`src/sv/wtr_pkg.sv`:
```
// ----------------------------------------------------------------------------
// wtr_pkg
// Shared types, byte codes and the microcode ROM of the byte converter.
// ----------------------------------------------------------------------------
package wtr_pkg;

    localparam int PC_W = 6;

    // Document byte codes
    localparam logic [7:0] CODE_ESC      = 8'h05;
    localparam logic [7:0] CODE_LF       = 8'h0A;
    localparam logic [7:0] CODE_CR       = 8'h0D;
    localparam logic [7:0] CODE_EOD      = 8'h1A;
    localparam logic [7:0] CODE_SOFT_CR  = 8'h8A;
    localparam logic [7:0] CODE_FILL     = 8'hFF;
    localparam logic [7:0] CODE_SOFT_SP  = 8'h90;
    localparam logic [7:0] CODE_BOLD     = 8'hE2;
    localparam logic [7:0] CODE_ITALIC   = 8'hE9;
    localparam logic [7:0] CODE_ULINE    = 8'hF5;
    localparam logic [7:0] CODE_SUB      = 8'hF3;
    localparam logic [7:0] CODE_SUPER    = 8'hF4;
    localparam logic [7:0] CODE_LARGE    = 8'hEC;
    localparam logic [7:0] CHAR_LBRACE   = 8'h7B;
    localparam logic [7:0] CHAR_RBRACE   = 8'h7D;
    localparam logic [7:0] CHAR_BSLASH   = 8'h5C;

    // Format flag bit positions
    localparam logic [2:0] FLG_BOLD   = 3'd0;
    localparam logic [2:0] FLG_ITALIC = 3'd1;
    localparam logic [2:0] FLG_ULINE  = 3'd2;
    localparam logic [2:0] FLG_SUB    = 3'd3;
    localparam logic [2:0] FLG_SUPER  = 3'd4;
    localparam logic [2:0] FLG_LARGE  = 3'd5;

    // Program entry points
    localparam logic [PC_W-1:0] PC_FMT    = 6'd0;
    localparam logic [PC_W-1:0] PC_FS24   = 6'd29;
    localparam logic [PC_W-1:0] PC_PAR    = 6'd25;
    localparam logic [PC_W-1:0] PC_ESC    = 6'd35;
    localparam logic [PC_W-1:0] PC_PASS   = 6'd37;
    localparam logic [PC_W-1:0] PC_STATUS = 6'd38;

    typedef enum logic [1:0] {
        SRC_LIT,
        SRC_BYTE,
        SRC_STATUS
    } src_t;

    typedef struct packed {
        src_t             src;
        logic [7:0]       lit;
        logic             test_en;   // skip to target when the flag is clear
        logic [2:0]       test_bit;
        logic [PC_W-1:0]  target;
        logic             last;
    } uword_t;

    typedef struct packed {
        logic             go;
        logic [PC_W-1:0]  pc;
        logic [7:0]       in_byte;
    } seq_start_t;

    function automatic uword_t lit(input logic [7:0] c, input logic last);
        uword_t w;
        w.src      = SRC_LIT;
        w.lit      = c;
        w.test_en  = 1'b0;
        w.test_bit = FLG_BOLD;
        w.target   = '0;
        w.last     = last;
        return w;
    endfunction

    function automatic uword_t tst(input logic [2:0] b, input logic [PC_W-1:0] t);
        uword_t w;
        w          = lit(CHAR_BSLASH, 1'b0);
        w.test_en  = 1'b1;
        w.test_bit = b;
        w.target   = t;
        return w;
    endfunction

    function automatic uword_t uc_rom(input logic [PC_W-1:0] addr);
        uword_t w;
        w     = lit(8'h00, 1'b1);
        w.src = SRC_STATUS;
        unique case (addr)
            // \plain
            6'd0:  w = lit(CHAR_BSLASH, 1'b0);
            6'd1:  w = lit("p", 1'b0);
            6'd2:  w = lit("l", 1'b0);
            6'd3:  w = lit("a", 1'b0);
            6'd4:  w = lit("i", 1'b0);
            6'd5:  w = lit("n", 1'b0);
            // active flags
            6'd6:  w = tst(FLG_BOLD, 6'd8);
            6'd7:  w = lit("b", 1'b0);
            6'd8:  w = tst(FLG_ITALIC, 6'd10);
            6'd9:  w = lit("i", 1'b0);
            6'd10: w = tst(FLG_ULINE, 6'd13);
            6'd11: w = lit("u", 1'b0);
            6'd12: w = lit("l", 1'b0);
            6'd13: w = tst(FLG_SUB, 6'd16);
            6'd14: w = lit("d", 1'b0);
            6'd15: w = lit("n", 1'b0);
            6'd16: w = tst(FLG_SUPER, 6'd19);
            6'd17: w = lit("u", 1'b0);
            6'd18: w = lit("p", 1'b0);
            6'd19: w = tst(FLG_LARGE, PC_FS24);
            6'd20: w = lit("f", 1'b0);
            6'd21: w = lit("s", 1'b0);
            6'd22: w = lit("2", 1'b0);
            6'd23: w = lit("8", 1'b0);
            6'd24: w = lit(" ", 1'b1);
            // \par then falls into \fs24
            6'd25: w = lit(CHAR_BSLASH, 1'b0);
            6'd26: w = lit("p", 1'b0);
            6'd27: w = lit("a", 1'b0);
            6'd28: w = lit("r", 1'b0);
            6'd29: w = lit(CHAR_BSLASH, 1'b0);
            6'd30: w = lit("f", 1'b0);
            6'd31: w = lit("s", 1'b0);
            6'd32: w = lit("2", 1'b0);
            6'd33: w = lit("4", 1'b0);
            6'd34: w = lit(" ", 1'b1);
            // escaped special character
            6'd35: w = lit(CHAR_BSLASH, 1'b0);
            6'd36: begin
                w     = lit(8'h00, 1'b1);
                w.src = SRC_BYTE;
            end
            6'd37: begin
                w     = lit(8'h00, 1'b1);
                w.src = SRC_BYTE;
            end
            default: begin
                w     = lit(8'h00, 1'b1);
                w.src = SRC_STATUS;
            end
        endcase
        return w;
    endfunction

endpackage

```
`src/sv/wordproc_to_rtf_byte_converter.sv`:
```
// A run's first result byte is registered once the start address is in the
// sequencer's program counter. No input is taken while a run is busy; a
// format run is up to 25 result bytes. The sequencer emits one byte per step
// unless the output stalls; a clear flag test emits nothing and skips ahead.
// Reset (aresetn low, synchronous) clears mode, escape, flags and sequencer.
// ----------------------------------------------------------------------------
// wordproc_to_rtf_byte_converter
// Converts word processor document bytes to RTF markup or plain text.
// ----------------------------------------------------------------------------
module wordproc_to_rtf_byte_converter (
    input  logic       aclk,
    input  logic       aresetn,
    input  logic       cfg_valid,
    output logic       cfg_ready,
    input  logic       cfg_plain_text_mode,
    input  logic       s_valid,
    output logic       s_ready,
    input  logic [7:0] s_in_byte,
    output logic       m_valid,
    input  logic       m_ready,
    output logic [7:0] m_out_byte,
    output logic       m_has_byte,
    output logic       m_unknown_code,
    output logic       m_last_of_run
);

    logic                 mode_reg;
    logic                 esc_reg, esc_next;
    logic [5:0]           flags_reg, flags_next;
    logic [5:0]           toggle;
    logic                 busy;
    logic                 accept;
    wtr_pkg::seq_start_t  start;

    assign cfg_ready = 1'b1;
    assign s_ready   = !busy;
    assign accept    = s_valid && s_ready;

    always_comb begin
        unique case (s_in_byte)
            wtr_pkg::CODE_BOLD:   toggle = 6'b000001;
            wtr_pkg::CODE_ITALIC: toggle = 6'b000010;
            wtr_pkg::CODE_ULINE:  toggle = 6'b000100;
            wtr_pkg::CODE_SUB:    toggle = 6'b001000;
            wtr_pkg::CODE_SUPER:  toggle = 6'b010000;
            wtr_pkg::CODE_LARGE:  toggle = 6'b100000;
            default:              toggle = 6'b000000;
        endcase
    end

    always_comb begin
        esc_next      = esc_reg;
        flags_next    = flags_reg;
        start.go      = 1'b0;
        start.pc      = wtr_pkg::PC_PASS;
        start.in_byte = s_in_byte;
        if (accept) begin
            if (esc_reg) begin
                esc_next = 1'b0;
                if (!mode_reg) begin
                    if (toggle != 6'b000000) begin
                        flags_next = flags_reg ^ toggle;
                        start.go   = 1'b1;
                        start.pc   = wtr_pkg::PC_FMT;
                    end else if (s_in_byte != wtr_pkg::CODE_SOFT_SP) begin
                        start.go = 1'b1;
                        start.pc = wtr_pkg::PC_STATUS;
                    end
                end
            end else begin
                unique case (s_in_byte)
                    wtr_pkg::CODE_ESC: esc_next = 1'b1;
                    wtr_pkg::CODE_LF: begin
                        start.go = 1'b1;
                        start.pc = mode_reg ? wtr_pkg::PC_PASS : wtr_pkg::PC_PAR;
                    end
                    wtr_pkg::CODE_EOD, wtr_pkg::CODE_CR,
                    wtr_pkg::CODE_SOFT_CR, wtr_pkg::CODE_FILL: ;
                    wtr_pkg::CHAR_LBRACE, wtr_pkg::CHAR_RBRACE,
                    wtr_pkg::CHAR_BSLASH: begin
                        start.go = !mode_reg;
                        start.pc = wtr_pkg::PC_ESC;
                    end
                    default: start.go = 1'b1;
                endcase
            end
        end
    end

    always_ff @(posedge aclk) begin
        if (!aresetn) begin
            mode_reg  <= 1'b0;
            esc_reg   <= 1'b0;
            flags_reg <= '0;
        end else begin
            if (cfg_valid && cfg_ready) begin
                mode_reg <= cfg_plain_text_mode;
            end
            esc_reg   <= esc_next;
            flags_reg <= flags_next;
        end
    end

    wtr_seq u_seq (
        .aclk           (aclk),
        .aresetn        (aresetn),
        .start          (start),
        .flags          (flags_reg),
        .busy           (busy),
        .m_valid        (m_valid),
        .m_ready        (m_ready),
        .m_out_byte     (m_out_byte),
        .m_has_byte     (m_has_byte),
        .m_unknown_code (m_unknown_code),
        .m_last_of_run  (m_last_of_run)
    );

endmodule

```
`src/sv/wtr_seq.sv`:
```
// ----------------------------------------------------------------------------
// wtr_seq
// Microcode sequencer: steps through the ROM program and drives the result
// register: one output byte per step when not stalled; flag tests skip ahead.
// ----------------------------------------------------------------------------
module wtr_seq (
    input  logic                aclk,
    input  logic                aresetn,
    input  wtr_pkg::seq_start_t start,
    input  logic [5:0]          flags,
    output logic                busy,
    output logic                m_valid,
    input  logic                m_ready,
    output logic [7:0]          m_out_byte,
    output logic                m_has_byte,
    output logic                m_unknown_code,
    output logic                m_last_of_run
);

    logic                      busy_reg, busy_next;
    logic [wtr_pkg::PC_W-1:0]  pc_reg, pc_next;
    logic [7:0]                byte_reg, byte_next;
    logic                      valid_reg, valid_next;
    logic [7:0]                ob_reg, ob_next;
    logic                      hb_reg, hb_next;
    logic                      uk_reg, uk_next;
    logic                      last_reg, last_next;
    wtr_pkg::uword_t           uw;
    logic                      slot_free;

    assign uw        = wtr_pkg::uc_rom(pc_reg);
    assign slot_free = !valid_reg || m_ready;

    always_comb begin
        busy_next  = busy_reg;
        pc_next    = pc_reg;
        byte_next  = byte_reg;
        valid_next = valid_reg;
        ob_next    = ob_reg;
        hb_next    = hb_reg;
        uk_next    = uk_reg;
        last_next  = last_reg;
        if (valid_reg && m_ready) begin
            valid_next = 1'b0;
        end
        if (start.go) begin
            busy_next = 1'b1;
            pc_next   = start.pc;
            byte_next = start.in_byte;
        end else if (busy_reg && slot_free) begin
            if (uw.test_en && !flags[uw.test_bit]) begin
                pc_next = uw.target;
            end else begin
                valid_next = 1'b1;
                last_next  = uw.last;
                unique case (uw.src)
                    wtr_pkg::SRC_LIT: begin
                        ob_next = uw.lit;
                        hb_next = 1'b1;
                        uk_next = 1'b0;
                    end
                    wtr_pkg::SRC_BYTE: begin
                        ob_next = byte_reg;
                        hb_next = 1'b1;
                        uk_next = 1'b0;
                    end
                    default: begin
                        ob_next = 8'h00;
                        hb_next = 1'b0;
                        uk_next = 1'b1;
                    end
                endcase
                if (uw.last) begin
                    busy_next = 1'b0;
                end else begin
                    pc_next = pc_reg + 1'b1;
                end
            end
        end
    end

    always_ff @(posedge aclk) begin
        if (!aresetn) begin
            busy_reg  <= 1'b0;
            valid_reg <= 1'b0;
            pc_reg    <= '0;
        end else begin
            busy_reg  <= busy_next;
            valid_reg <= valid_next;
            pc_reg    <= pc_next;
        end
        byte_reg <= byte_next;
        ob_reg   <= ob_next;
        hb_reg   <= hb_next;
        uk_reg   <= uk_next;
        last_reg <= last_next;
    end

    assign busy           = busy_reg;
    assign m_valid        = valid_reg;
    assign m_out_byte     = ob_reg;
    assign m_has_byte     = hb_reg;
    assign m_unknown_code = uk_reg;
    assign m_last_of_run  = last_reg;

endmodule

```
`config.mk`:
```
export PLATFORM = sky130hd
export DESIGN_NAME = wordproc_to_rtf_byte_converter
export DESIGN_NICKNAME = d
export VERILOG_FILES = /design/src/sv/wtr_pkg.sv /design/src/sv/wordproc_to_rtf_byte_converter.sv /design/src/sv/wtr_seq.sv
export SDC_FILE = /design/constraint.sdc
export NUM_CORES = 1
export LEC_CHECK = 0
export BUFFER_PORTS_ARGS = -buffer_cell sky130_fd_sc_hd__buf_2
export CAP_MARGIN = 20
export CORE_AREA = 2 2 90 92
export CTS_CLUSTER_DIAMETER = 60
export DETAILED_ROUTE_END_ITERATION = 7
export DIE_AREA = 0 0 92 94
export SYNTH_ARGS = -nofsm -noshare
export SYNTH_HDL_FRONTEND = slang
export SYNTH_SLANG_ARGS = --single-unit
```
`constraint.sdc`:
```
create_clock -name aclk -period 5 [get_ports aclk]
set_input_delay 0.5 -clock aclk [delete_from_list [all_inputs] [get_ports aclk]]
set_output_delay 0.5 -clock aclk [all_outputs]
set_load 0.02 [all_outputs]
```
==> run summary, run 1 <==
• **number of non-filler instances in the completed layout** 456
• **synthesized netlist cell count** 334
• **transition time at the pin with the least slew margin** 820.7 ps
• **Clock transition at path regs** 100 ps
• **top post-synthesis cells by count** 35 x sky130_fd_sc_hd__dfxtp_1, 27 x sky130_fd_sc_hd__nor2_1, 24 x sky130_fd_sc_hd__nand2_1, 19 x sky130_fd_sc_hd__edfxtp_1, 17 x sky130_fd_sc_hd__mux2i_1
• **number of routed nets with antenna violations** 0
• **WL final** 7.846 mm
• **number of flip-flops under the largest register name** 19
• **Avg Cell Area, Syn** 9.421 um^2
• **required time of the critical path** 5200 ps
• **IO Pins** 28
• **sequential cell area fraction in the yosys report** 40.40%
• **Resize count post-CTS** 0
• **Post-Syn Nets** 357
• **routability-driven placement congestion ratio** 0.9165
• **clock latency on the worst-skew pair** 310 ps
• **final setup slack of the worst path** 1465 ps
• **library cells used by synthesis** 76
• **clock tree root buffer cell** sky130_fd_sc_hd__clkbuf_8
• **global-route wire length before repair** 12.54 mm
• **leakage** 1.299 nW
• **HPWL after detailed placement** 5.959 mm
• **endpoints failing hold** 0
• **maximum clock frequency** 0.2829 GHz
• **type of destination of the critical path** register
• **stage delay of the slowest cell on the critical path** 590 ps
• **overall track demand over capacity in global routing** 18.52%
• **area of the core** 7607 um^2
• **power density cells** 300.1 nW/um^2
• **number of global-route vias before repair** 2,351
• **Die Height** 94 um
• **fraction of registers with async set/reset** 0%
• **data arrival time at the worst-slack endpoint** 3740 ps
• **cell type with the largest total area after synthesis** sky130_fd_sc_hd__dfxtp_1
• **Period Utilization, post-route** 70.71%
• **headroom to the max-slew limit** 45.12%
• **drt wl/cell** 17.21 um
• **outcome** finished, final reports clean
• **hold-fix buffer count after cts** 0
• **Critical Setup Path Class** reg2reg
• **setup clock skew after layout** 4.056 ps
• **cell chain of the critical path** mux2i_1, o32a_1, a21oi_1, a222oi_1, mux2i_1, nand2_1, inv_1, ha_1, inv_1, nor3_1, a21oi_1, a221oi_1
• **Synth top area share** 22.27%
• **cell at the slowest stage of the critical path** sky130_fd_sc_hd__a21oi_1
• **hold crit path type** in2reg
• **max-capacitance violation count** 0
• **netlist area before placement** 3147 um^2
• **Hold Worst Slack** 427.7 ps
• **number of standard-cell rows in the floorplan** 32
• **router iterations before antenna repair** 5
• **number of sinks on the clock net** 54
• **Cells after DPL** 447
• **unrepaired setup endpoints after global routing** false
• **antenna cells** 0
• **count of yosys warnings during synthesis** 0
• **total design power** 1.027 mW
• **Setup TNS** 0 ps
• **buffers plus inverters on the worst setup path** 2
• **Longest Clk Path Bufs** 2
• **most used flip-flop cell after synthesis** sky130_fd_sc_hd__dfxtp_1
• **fraction of final layout cells sized beyond drive strength 1** 14.69%
• **Setup WS pre-CTS** 1333 ps
• **net total in the final layout** 376
• **largest cells by area after synthesis** sky130_fd_sc_hd__dfxtp_1 22%, sky130_fd_sc_hd__edfxtp_1 18%, sky130_fd_sc_hd__mux2i_1 5.4%
• **sequential cell area** 1271 um^2
• **Slew Limit Fails** 0
• **Worst IR Drop VDD** 0.0001241 V
• **Area growth, synth to finish** 8.787%
• **EDFF count, synth** 19
• **violation count after the first detailed-route iteration** 218
• **maximum fanout along the worst path** 6
• **number of fill cells in the layout** 748
• **post-CTS setup buffer count** 0
• **area occupied by multi-input gates** 1712 um^2
• **final worst path period need** 3535 ps
• **CP startpoint kind** register
• **overall die area** 8648 um^2
• **Vias** 2,655
• **FF+latch count, synth** 54
• **maximum number of pins on one net before global-route repair** 18
• **count leader, synth** sky130_fd_sc_hd__dfxtp_1
• **post-DR vias/cell** 5.822
• **TritonCTS clock tree** built
• **clock buffers created by TritonCTS** 5
• **DRC errors left** 0
• **number of antenna violations at the first check in global routing** 0
• **number of buffer cells added on primary ports** 26
• **crit-path leading delay family** compound AO/OA/AOI/OAI gates
• **total grt overflow** 0
• **Max H-tree Level** 2
• **Horiz. Die Dim** 92 um
• **initial cell density of the core** 41.37%
• **number of setup violations in the final report** 0
[per-layer routing]
metal / share of wire, % / up-vias / track usage [%]
met2: 46 / 112 / 30.33
met3: 6.6 / 11 / 2.729
met4: 0.99 / 0 / 3.483
met1: 46 / 1250 / 26.27
li1: - / 1282 / -
met5: 0 / - / 0
[report_power, final]
part / internal (mW) / switching, mW / total [mW] / leakage, nW
Combinational: 0.0945 / 0.164 / 0.258 / 0.791
Sequential: 0.501 / 0.0251 / 0.526 / 0.465
Clock: 0.0989 / 0.144 / 0.243 / 0.0422
[worst register-to-register path: cells and delay by family (launching register included)]
| kind | cells | cell delay (ps) |
|---|---|---|
| AO/OA/AOI/OAI | 5 | 1550 |
| adder cells (fa/ha/maj) | 1 | 200 |
| buffers and inverters | 2 | 220 |
| flip-flops | 1 | 430 |
| AND/OR/NAND/NOR | 2 | 560 |
| multiplexers | 2 | 490 |
[path summary, 6_finish.rpt]
kind                  startpoint            to  slack, ps  cells after the start
max                  u_seq.uw[9]  u_seq.uw[11]       1460                     12
min          cfg_plain_text_mode      mode_reg        430                      3
max reg2reg          u_seq.uw[9]  u_seq.uw[11]       1460                     12
min reg2reg         flags_reg[4]  flags_reg[4]        540                      2
[cells by family (layout without fill, tap and decap cells)]
kind of cell	Yosys count	after routing	share of synthesized area [%]
AOI/OAI and AO/OA	83	83	20.20
xor gates and xnor gates	10	10	2.783
adders and majority gates	9	9	3.579
buffers and inverters	35	55	5.208
DFF	54	54	40.40
muxes	18	18	5.765
other	1	1	0.1192
and+or+nand+nor	124	124	21.95
[layout by cell type, fill, tap and decap left out, drive strengths merged, types with 3 or more instances in the layout]
master / n
o22ai: 3
clkbuf: 5
and3: 4
a21oi: 14
nand3: 13
nor3: 10
a311oi: 3
nand2: 25
nor4: 7
nand2b: 9
ha: 9
nand3b: 3
a31oi: 6
a221o: 4
o21ai: 15
buf: 30
dfxtp: 35
nand4: 3
and2: 8
nor2: 28
o221ai: 3
o21a: 3
xor2: 4
inv: 17
mux2i: 17
edfxtp: 19
xnor2: 6
[area by class of cell]
cell class              instances  area share (%)
clock inverters                 3          0.5848
flip-flops and latches         54           37.13
repair buffers                 30           4.678
multi-input cells             245           50.00
well taps                     102           3.728
clock buffers                   5           2.010
inverters                      17           1.864
[per-stage QoR]
step                      cell area [um^2]  util, %
after detailed placement              3327    43.73
after global placement                3327    43.73
after CTS                             3416    44.90
final                                 3423    45.00
after global routing                  3423    45.00
after floorplan                       3147        -
(Power assumes the default switching activity.)
==> inputs of run 2 (changes only) <==
ABC_AREA = 1   (was unset)
CORE_AREA = 2 2 92 94   (was 2 2 90 92)
DIE_AREA = 0 0 94 96   (was 0 0 92 94)
clock period = 3.43 ns   (was 5 ns; I/O delays follow)
==> run 2 against run 1 <==
Clock power grew 53%. Synthesized area is 5.6% higher. Highest routed layer unchanged. Final cell count grew 35%. Register-to-register slack worse by 880 ps. Synthesized cell count grew 45%. Clock-buffer cell count increased by 1. First-iteration DRC count up 59%. Design area grew 5.9%.
==> run summary, run 2 <==
• **power density cells** 487.7 nW/um^2, +63%
• **most used flip-flop cell after synthesis** sky130_fd_sc_hd__dfxtp_1
• **drt wl/cell** 13.20 um, -23%
• **number of global-route vias before repair** 2,803, +19%
• **Clock transition at path regs** 110 ps, about the same
• **hold-fix buffer count after cts** 0, unchanged
• **Post-Syn Nets** 506, +42%
• **outcome** finished, final reports clean
• **violation count after the first detailed-route iteration** 347, +59%
• **Area growth, synth to finish** 9.115%
• **Longest Clk Path Bufs** 2, unchanged
• **hold crit path type** in2reg
• **fraction of registers with async set/reset** 0%, unchanged
• **unrepaired setup endpoints after global routing** false
• **number of antenna violations at the first check in global routing** 0, unchanged
• **Setup TNS** 0 ps, unchanged
• **type of destination of the critical path** register
• **number of buffer cells added on primary ports** 26, unchanged
• **sequential cell area fraction in the yosys report** 38.27%, -2.1 points
• **WL final** 8.105 mm, +3.3%
• **IO Pins** 28, unchanged
• **DRC errors left** 0, unchanged
• **number of flip-flops under the largest register name** 19, unchanged
• **number of standard-cell rows in the floorplan** 33, +3.1%
• **synthesized netlist cell count** 483, +45%
• **maximum clock frequency** 0.3513 GHz, +24%
• **routability-driven placement congestion ratio** 0.9069, -1.0%
• **Resize count post-CTS** 0, unchanged
• **most common cell after layout, fill and taps aside** sky130_fd_sc_hd__nand2_1
• **TritonCTS clock tree** built
• **required time of the critical path** 3670 ps, -1530 ps
• **data arrival time at the worst-slack endpoint** 3090 ps, -650 ps
• **number of routed nets with antenna violations** 0, unchanged
• **count leader, synth** sky130_fd_sc_hd__nand2_1
• **library cells used by synthesis** 35, -54%
• **largest cells by area after synthesis** sky130_fd_sc_hd__dfxtp_1 21%, sky130_fd_sc_hd__edfxtp_1 17%, sky130_fd_sc_hd__nand2_1 15%
• **clock latency on the worst-skew pair** 320 ps, about the same
• **max-capacitance violation count** 0, unchanged
• **final design utilization** 45.02%, about the same
• **endpoints failing hold** 0, unchanged
• **Hold Worst Slack** 253.8 ps, -173.9 ps
• **Avg Cell Area, Syn** 6.878 um^2, -27%
• **setup clock skew after layout** 9.551 ps, +5.495 ps
• **antenna cells** 0, unchanged
• **Max H-tree Level** 2, unchanged
• **HPWL after detailed placement** 6.298 mm, +5.7%
• **post-CTS setup buffer count** 0, unchanged
• **overall track demand over capacity in global routing** 19.10%, +0.58 points
• **FF+latch count, synth** 54, unchanged
• **top post-synthesis cells by count** 134 x sky130_fd_sc_hd__nand2_1, 60 x sky130_fd_sc_hd__inv_1, 55 x sky130_fd_sc_hd__nand3_1, 49 x sky130_fd_sc_hd__nor2_1, 35 x sky130_fd_sc_hd__dfxtp_1
• **count of yosys warnings during synthesis** 0, unchanged
• **Slew Limit Fails** 0, unchanged
• **post-DR vias/cell** 4.922, -15%
• **clock buffers created by TritonCTS** 5, unchanged
• **maximum fanout along the worst path** 10, +4
• **number of fill cells in the layout** 866, +16%
• **Die Height** 96 um, +2.1%
• **Period Utilization, post-route** 82.99%, +12 points
• **Critical Setup Path Class** reg2reg
• **CP startpoint kind** register
• **global-route wire length before repair** 13.28 mm, +5.9%
• **leakage** 1.792 nW, +38%
• **Synth top area share** 21.09%, -1.2 points
• **final worst path period need** 2847 ps, -688.6 ps
• **number of setup violations in the final report** 0, unchanged
• **highest-count cells in the layout ignoring fill and taps** 134 x sky130_fd_sc_hd__nand2_1, 60 x sky130_fd_sc_hd__inv_1, 55 x sky130_fd_sc_hd__nand3_1
• **clock tree root buffer cell** sky130_fd_sc_hd__clkbuf_8
• **net total in the final layout** 531, +41%
• **transition time at the pin with the least slew margin** 808.7 ps, -12.01 ps
• **EDFF count, synth** 19, unchanged
• **cell type with the largest total area after synthesis** sky130_fd_sc_hd__dfxtp_1
• **Worst IR Drop VDD** 0.0001775 V, +43%
• **maximum number of pins on one net before global-route repair** 20, +2
• **initial cell density of the core** 41.26%, -0.11 points
• **overall die area** 9024 um^2, +4.3%
• **number of sinks on the clock net** 54, unchanged
• **Vias** 3,022, +14%
• **Horiz. Die Dim** 94 um, +2.2%
• **router iterations before antenna repair** 5, unchanged
• **total grt overflow** 0, unchanged
• **headroom to the max-slew limit** 45.52%, +0.40 points
• **area of the core** 8051 um^2, +5.8%
• **netlist area before placement** 3322 um^2, +5.6%
• **fraction of final layout cells sized beyond drive strength 1** 14.34%, -0.35 points
run 2: worst paths after layout:
path,slack [ps],endpoint,from,depth (start not counted)
max,580,u_seq.uw[13],u_seq.uw[7],18
min,250,u_seq.byte_reg[7],s_in_byte[7],1
max reg2reg,580,u_seq.uw[13],u_seq.uw[7],18
min reg2reg,480,flags_reg[5],flags_reg[5],2
run 2: logic make-up (layout without fill, tap and decap cells):
| logic type | Yosys count | count (layout) | synth area share [%] |
|---|---|---|---|
| AOI/OAI and AO/OA | 54 | 54 | 8.324 |
| and+or+nand+nor | 277 | 277 | 38.83 |
| other | 1 | 1 | 0.1129 |
| xor gates and xnor gates | 4 | 4 | 1.055 |
| adders and majority gates | 9 | 9 | 3.390 |
| buffers and inverters | 84 | 110 | 10.02 |
| DFF | 54 | 54 | 38.27 |
run 2: routing by layer:
layer | routed length [um] | global-route usage (%) | share of wire [%] | up-vias
met4 | 153 | 6.884 | 1.9 | 0
met5 | 0 | 0 | 0 | -
li1 | - | - | - | 1583
met2 | 3756 | 32.62 | 46 | 105
met3 | 460 | 2.506 | 5.7 | 13
met1 | 3735 | 24.85 | 46 | 1321
run 2: critical path, cell delays in order (launching register included):
cell                      delay [ps]
sky130_fd_sc_hd__dfxtp_1         360
sky130_fd_sc_hd__inv_2            70
sky130_fd_sc_hd__nand2_1          50
sky130_fd_sc_hd__nand3_1          80
sky130_fd_sc_hd__nand2_1          50
sky130_fd_sc_hd__inv_1           110
sky130_fd_sc_hd__nand2_2         150
sky130_fd_sc_hd__nand2_1          90
sky130_fd_sc_hd__nand2_1         100
sky130_fd_sc_hd__nand3_4         150
sky130_fd_sc_hd__inv_2            70
sky130_fd_sc_hd__o21ai_0         650
sky130_fd_sc_hd__ha_1            300
sky130_fd_sc_hd__nand3_1         120
sky130_fd_sc_hd__nand2_1         100
sky130_fd_sc_hd__nand2_1          50
sky130_fd_sc_hd__nand2_1          60
sky130_fd_sc_hd__nand2_1          50
sky130_fd_sc_hd__a21oi_1         180
run 2: stage by stage:
step | cells | total power, mW | area (um^2) | setup WS, ps
after detailed placement | 606 | 1.400 | 3536 | 497.3
final | 614 | 1.768 | 3625 | 583.4
after CTS | 614 | 1.768 | 3625 | 594.4
after global routing | 614 | 1.883 | 3625 | 225.7
after floorplan | 483 | 1.258 | 3322 | 1002
after global placement | 606 | 1.404 | 3536 | 462.7
run 2: layout make-up:
| type | instances | area (um^2) | share of cell area (%) |
|---|---|---|---|
| clock buffers | 6 | 72.57 | 2.002 |
| clock inverters | 2 | 16.27 | 0.4487 |
| inverters | 76 | 285.3 | 7.870 |
| multi-input cells | 345 | 1718 | 47.39 |
| flip-flops and latches | 54 | 1271 | 35.07 |
| well taps | 105 | 131.4 | 3.624 |
| repair buffers | 26 | 130.1 | 3.590 |
run 2: report_power, final:
part | internal (mW) | switching (mW)
sequential | 0.763 | 0.0397
clock | 0.147 | 0.226
combinational | 0.183 | 0.409
